==> config.mk <==
export PLATFORM = sky130hd
export DESIGN_NAME = bmc_cell
export DESIGN_NICKNAME = d
export VERILOG_FILES = /design/src/rtl/bmc_pkg.sv /design/src/rtl/bmc_cell.sv
export SDC_FILE = /design/constraint.sdc
export NUM_CORES = 1
export LEC_CHECK = 0
export ABC_CLOCK_PERIOD_IN_PS = 13400
export BUFFER_PORTS_ARGS = -buffer_cell sky130_fd_sc_hd__buf_4
export CORE_UTILIZATION = 30
export CTS_BUF_LIST = sky130_fd_sc_hd__clkbuf_16
export DETAILED_ROUTE_END_ITERATION = 8
export HOLD_SLACK_MARGIN = 0.1
export PLACE_DENSITY = 0.58
export RECOVER_POWER = 100
export SLEW_MARGIN = 10
export SYNTH_ARGS = -nofsm -noshare
export SYNTH_HDL_FRONTEND = slang
export SYNTH_SLANG_ARGS = --single-unit
==> constraint.sdc <==
create_clock -name clock -period 13.4 [get_ports clock]
set_input_delay 2.68 -clock clock [delete_from_list [all_inputs] [get_ports clock]]
set_output_delay 2.68 -clock clock [all_outputs]
set_load 0.01 [all_outputs]
==> src/rtl/bmc_pkg.sv <==
// ----------------------------------------------------------------------------
// bmc_pkg: shared types and constants for the box move clamp
// Field widths, request and register codes, and the records that travel
// along the barrier cell chain.
// ----------------------------------------------------------------------------
package bmc_pkg;

   localparam int CoordW   = 20;          // Q11.8 coordinate
   localparam int GeomW    = 22;          // center +/- half extent
   localparam int TargetW  = 24;          // walk target, never saturated midway
   localparam int WideW    = TargetW + 2; // compare and clamp arithmetic
   localparam int CountW   = 5;
   localparam int SizeW    = 18;
   localparam int StrW     = 2;
   localparam int IndexW   = 4;
   localparam int FuncW    = 2;
   localparam int CsrIndexW = 3;
   localparam int CsrDataW = 20;

   localparam int DefaultVertDepth  = 16;
   localparam int DefaultHorizDepth = 16;

   // request codes
   localparam logic [FuncW-1:0] FuncLoadVert  = 2'd0;
   localparam logic [FuncW-1:0] FuncLoadHoriz = 2'd1;
   localparam logic [FuncW-1:0] FuncMove      = 2'd2;

   // register indexes
   localparam logic [CsrIndexW-1:0] CsrVertCount  = 3'd0;
   localparam logic [CsrIndexW-1:0] CsrHorizCount = 3'd1;
   localparam logic [CsrIndexW-1:0] CsrBoxSizeX   = 3'd2;
   localparam logic [CsrIndexW-1:0] CsrBoxSizeY   = 3'd3;
   localparam logic [CsrIndexW-1:0] CsrBoxCenterX = 3'd4;
   localparam logic [CsrIndexW-1:0] CsrBoxCenterY = 3'd5;

   typedef logic signed [CoordW-1:0]  coord_type;
   typedef logic signed [GeomW-1:0]   geom_type;
   typedef logic signed [TargetW-1:0] target_type;
   typedef logic signed [WideW-1:0]   wide_type;

   typedef struct packed {
      coord_type         position;
      coord_type         span_low;
      coord_type         span_high;
      logic [StrW-1:0]   strength;
   } entry_type;

   // table write broadcast to all cells
   typedef struct packed {
      logic              vert_en;
      logic              horiz_en;
      logic [IndexW-1:0] index;
      entry_type         entry;
   } write_type;

   // per-move values held steady for the whole walk
   typedef struct packed {
      coord_type         pos_x;
      coord_type         pos_y;
      logic [StrW-1:0]   strength;
      geom_type          hp_x;
      geom_type          hm_x;
      geom_type          hp_y;
      geom_type          hm_y;
      logic [CountW-1:0] vert_count;
      logic [CountW-1:0] horiz_count;
   } walk_type;

   // token handed from cell to cell
   typedef struct packed {
      logic       valid;
      target_type tx;
      target_type ty;
      logic       hit;
   } token_type;

   typedef struct packed {
      logic       hit;
      target_type target;
   } clamp_type;

endpackage

==> src/rtl/bmc_cell.sv <==
// ----------------------------------------------------------------------------
// bmc_cell: one barrier cell
// Holds one vertical and one horizontal barrier entry and clamps the passing
// move token against both, then registers the token for the next cell.
// ----------------------------------------------------------------------------
module bmc_cell
   import bmc_pkg::*;
#(
   parameter int CELL_INDEX = 0,
   parameter bit HAS_VERT   = 1'b1,
   parameter bit HAS_HORIZ  = 1'b1
) (
   input  logic      clock,
   input  logic      reset,
   input  write_type wr,
   input  walk_type  walk,
   input  token_type tok_prev,
   output token_type tok_next
);

   entry_type vert_ff;
   entry_type horiz_ff;
   token_type tok_ff;
   token_type tok_in;
   clamp_type x_res;
   clamp_type y_res;
   logic      slot_match;
   logic      vert_active;
   logic      horiz_active;

   function automatic clamp_type axis_clamp(
      input logic       active,
      input coord_type  along,
      input coord_type  across,
      input target_type target,
      input geom_type   hp,
      input geom_type   hm,
      input entry_type  e,
      input logic [StrW-1:0] strength
   );
      wide_type  t;
      wide_type  p;
      clamp_type r;
      t = wide_type'(target);
      p = wide_type'(e.position);
      r.hit = 1'b0;
      if (active && strength <= e.strength &&
          across >= e.span_low && across <= e.span_high) begin
         if (along <= e.position && t + wide_type'(hp) > p) begin
            t = p - wide_type'(1) - wide_type'(hp);
            r.hit = 1'b1;
         end
         if (along >= e.position && t + wide_type'(hm) < p) begin
            t = p + wide_type'(1) - wide_type'(hm);
            r.hit = 1'b1;
         end
      end
      r.target = target_type'(t);
      return r;
   endfunction

   assign slot_match   = (32'(wr.index) == 32'(CELL_INDEX));
   assign vert_active  = HAS_VERT  && (32'(walk.vert_count)  > 32'(CELL_INDEX));
   assign horiz_active = HAS_HORIZ && (32'(walk.horiz_count) > 32'(CELL_INDEX));

   always_ff @(posedge clock) begin
      if (wr.vert_en && HAS_VERT && slot_match) begin
         vert_ff <= wr.entry;
      end
      if (wr.horiz_en && HAS_HORIZ && slot_match) begin
         horiz_ff <= wr.entry;
      end
   end

   // x and y walks are independent; only the hit flag is shared
   always_comb begin
      x_res = axis_clamp(vert_active, walk.pos_x, walk.pos_y, tok_prev.tx,
                         walk.hp_x, walk.hm_x, vert_ff, walk.strength);
      y_res = axis_clamp(horiz_active, walk.pos_y, walk.pos_x, tok_prev.ty,
                         walk.hp_y, walk.hm_y, horiz_ff, walk.strength);
      tok_in       = tok_prev;
      tok_in.tx    = x_res.target;
      tok_in.ty    = y_res.target;
      tok_in.hit   = tok_prev.hit | x_res.hit | y_res.hit;
   end

   always_ff @(posedge clock) begin
      if (reset) begin
         tok_ff.valid <= 1'b0;
      end else begin
         tok_ff <= tok_in;
      end
   end

   assign tok_next = tok_ff;

endmodule

==> summary.txt <==
Status
  – Status: finished, violations left
  – Failing checks: capacitance limit, slew limit

Logic synthesis
  – Post-Syn Instances: 2345
  – Mapped Nets: 3063
  – Compound-Gate Fraction of Synth Area: 0.204
  – Main synth FF type: edfxtp_1
  – Number of library cell types mapped by synthesis: 85
  – Number of flops mapped to enable cells by yosys: ~170
  – Mux share of post-synthesis cell area: 0.0341
  – Sequential fraction of the synthesis area: 0.247
  – Synthesized area per cell: 8.99 µm²
  – Fraction of registers with async set/reset: 0
  – Simple-Gate Fraction of Synth Area: 0.125
  – Largest family of logic cells by synthesized area: adder cells
  – Netlist Area Pre-Place: 21100 µm²
  – Synth Warn #: 0
  – Post-Synth Adder-Cell Area: 0.275
  – Post-Synth XOR/XNOR Area: 0.0586
  – Seq cells post-synth: about 170

Pwr
  – Total power: 2.18 mW
  – Leakage power: between 10 and 15 nW
  – Pwr/cell area: 88.3 nW/µm²
  – Peak VDD IR: approximately 0.000068 V

GRT
  – Vias in the first global route: between 15000 and 20000
  – Overflow after GRT: 0
  – First-pass GRT wire length: 104 mm
  – Pin count of the biggest net entering global routing: 63
  – Antenna violations before repair: 12
  – Total GRT Usage: 0.198

STA
  – Slew HR: -1.70
  – Final hold slack: roughly 1.1 ns
  – Setup_tns: 0 ns
  – Max-slew violations: 176
  – Min Tclk post-route: around 12 ns
  – Endpoints failing hold: 0
  – Worst Tran Pin Value: 4.06 ns
  – RSZ-0062 raised after global routing: no
  – Fmax: around 81 MHz
  – Worst setup margin: 1.08 ns
  – Final Setup Violations: 0
  – Clk_skew: 0.0123 ns
  – Tcrit/Tclk final: 0.920

Critical path
  – CP Capture Type: flip-flop
  – Startpoint Class: input pin
  – Worst Path Class, Setup: in2reg
  – Crit-path max cell delay: ~0.64 ns
  – WP data required: 13.64 ns
  – CP max FO: 36
  – R2R Path Start: horiz_ff[61]$_DFFE_PP_
  – Critical Path AT: about 13 ns
  – Slowest cell on crit path: clkbuf_2
  – Critical Path Start: tok_prev[1]

Cells and area
  – Post-Route Utilization: 0.358
  – Area grow syn2layout: 17.3%
  – Final nets: around 3400
  – Finished Layout Cells: roughly 3600
  – Share of cells above drive strength 1: 0.115
  – Post-route cell area: around 25000 µm²

Clocking
  – Clock Latency Late Sink: around 0.5 ns
  – Sink Count: about 170
  – Hold bufs inserted after CTS: 0
  – CTS Buf Count: 17
  – Max clock buf depth: 2
  – Clock Tree Root: clkbuf_16
  – CTS tree: yes
  – Worst-path clk slew: ~0.08 ns
  – H-tree depth: 4
  – Post-CTS setup buffers: 0
  – CTS-repair resized insts: 0

Drt
  – Via count: approximately 18000
  – Per-cell routed wire length: approximately 20 µm
  – Final routed DRC violation total: 0
  – Total wire length: 70.3 mm
  – Number of vias per cell: 5.07
  – TritonRoute pass-1 iters: 5
  – Antenna-violating nets left: 0
  – Drt initial violations: ~1200

Floorplanning
  – Die Height: 267 µm
  – Initial Util: 0.305
  – Core box area: ~70000 µm²
  – Die Footprint: between 70000 and 80000 µm²
  – Die width: 267 µm
  – I/O pins: 310
  – Row count: 96

Place
  – Dpl cell area: around 25000 µm²
  – Cells after DPL: roughly 3600
  – Dpl ws: roughly 0.87 ns
  – Gp weighted congestion: just over 0.9
  – HPWL Detailed: about 60 mm
  – Port Buf Inserts: 309

Job
  – Max-cap violations: 3

Hold path
  – Hold path start: vert_ff[42]$_DFFE_PP_
  – Hold Crit Class: reg2reg
synth_stat cells (6+ instances only):
library cell  number  area share
nand2_1          144       0.026
edfxtp_1         173        0.25
mux2_1             9      0.0048
nand2b_1          24      0.0071
or3_1             15      0.0045
a21o_1            81       0.029
inv_1            288       0.051
ha_1             450        0.27
a21oi_1          171       0.041
and3_1            12      0.0036
a31oi_1           28      0.0083
buf_2              6      0.0014
nor3b_1            6      0.0021
o31ai_1           11      0.0039
nor2_1           124       0.022
a211oi_1          33       0.012
a31o_2             6      0.0025
o21bai_1          20      0.0071
or2_2              8      0.0024
xor2_1            31       0.013
xnor2_1          110       0.046
clkbuf_1           9      0.0016
a211o_1            6      0.0025
and2_1             9      0.0027
mux2i_1           28       0.013
o21a_1            42       0.015
nand4_1           37       0.011
nor3_1            46       0.011
o21ai_0          152       0.036
mux2_2            30       0.016
a221oi_1           8      0.0033
nor2b_1           41       0.012
nand3_1           42       0.010
o21ai_1            7      0.0017
o211ai_1          19      0.0068
fa_1               8      0.0076
a22oi_1            7      0.0025
per-layer routing:
layer,global-route usage,vias to the layer above,part of all wire
li1,-,9298,-
met1,0.262,8500,0.47
met5,0,-,0.0012
met2,0.330,431,0.47
met3,0.0367,68,0.050
met4,0.0500,14,0.016
final timing paths:
kind                                               end  slack, ns  cells past startpoint
worst max-delay path            tok_next[21]$_DFFE_PN_       1.08                     44
worst min-delay path            tok_next[25]$_DFFE_PN_       1.08                      3
worst max register to register  tok_next[21]$_DFFE_PN_       4.17                     32
worst min register to register  tok_next[25]$_DFFE_PN_       1.08                      3
registers in the layout (all words and copies together) (netlist names):
name / count
horiz_ff: 62
tok_next: 50
vert_ff: 62
final cells by class:
class                           instances  area [µm²]
Inverter                              288        1080
Fill cell                            7228       44300
Multi-Input combinational cell       1863       14700
Clock inverter                         15         154
Tap cell                              931        1160
Antenna cell                            1        2.50
Clock buffer                           17         425
Sequential cell                       174        5220
Timing Repair Buffer                  320        2010
worst max-delay path: cells and delay by family:
family / cells / cell delay, ns
muxes: 1 / 0.36
and+or+nand+nor: 9 / 1.36
adders and majority gates: 5 / 1.46
xor gates and xnor gates: 2 / 0.34
buffers and inverters: 4 / 0.85
AOI/OAI and AO/OA: 23 / 5.50
power breakdown:
group | leakage [nW] | switching (mW) | internal [mW] | total, mW
logic | 9.57 | 0.581 | 0.447 | 1.03
registers | 1.61 | 0.00944 | 0.628 | 0.637
clock network | 0.282 | 0.272 | 0.247 | 0.519
total | 11.5 | 0.863 | 1.32 | 2.18
cells in the final DEF (no fill, tap or decap), drive strengths merged, types with 7 or more instances in the layout:
master,n
and2,9
xor2,31
nor3,46
clkinv,9
or2,9
nand2b,24
and3,12
nor3b,7
or3,15
o211ai,20
inv,294
ha,450
a21o,81
clkbuf,137
a22oi,7
mux2,39
mux2i,28
a31oi,28
nand4,37
o21ai,159
nand3,42
edfxtp,173
nor2b,41
a211oi,35
fa,8
a21oi,172
xnor2,110
o21bai,22
o31ai,13
nor2,124
nand2,144
buf,200
o21a,42
a221oi,10
cell families (layout without fill, tap and decap cells):
logic type / after synthesis / after routing
compound gates: 660 / 660
xor+xnor: 141 / 141
fa+ha+maj: 458 / 458
buf+inv: 308 / 640
flops: 174 / 174
mux: 67 / 67
other cells: 0 / 1
simple gates: 537 / 537
Power figures use the tool's default switching activity.
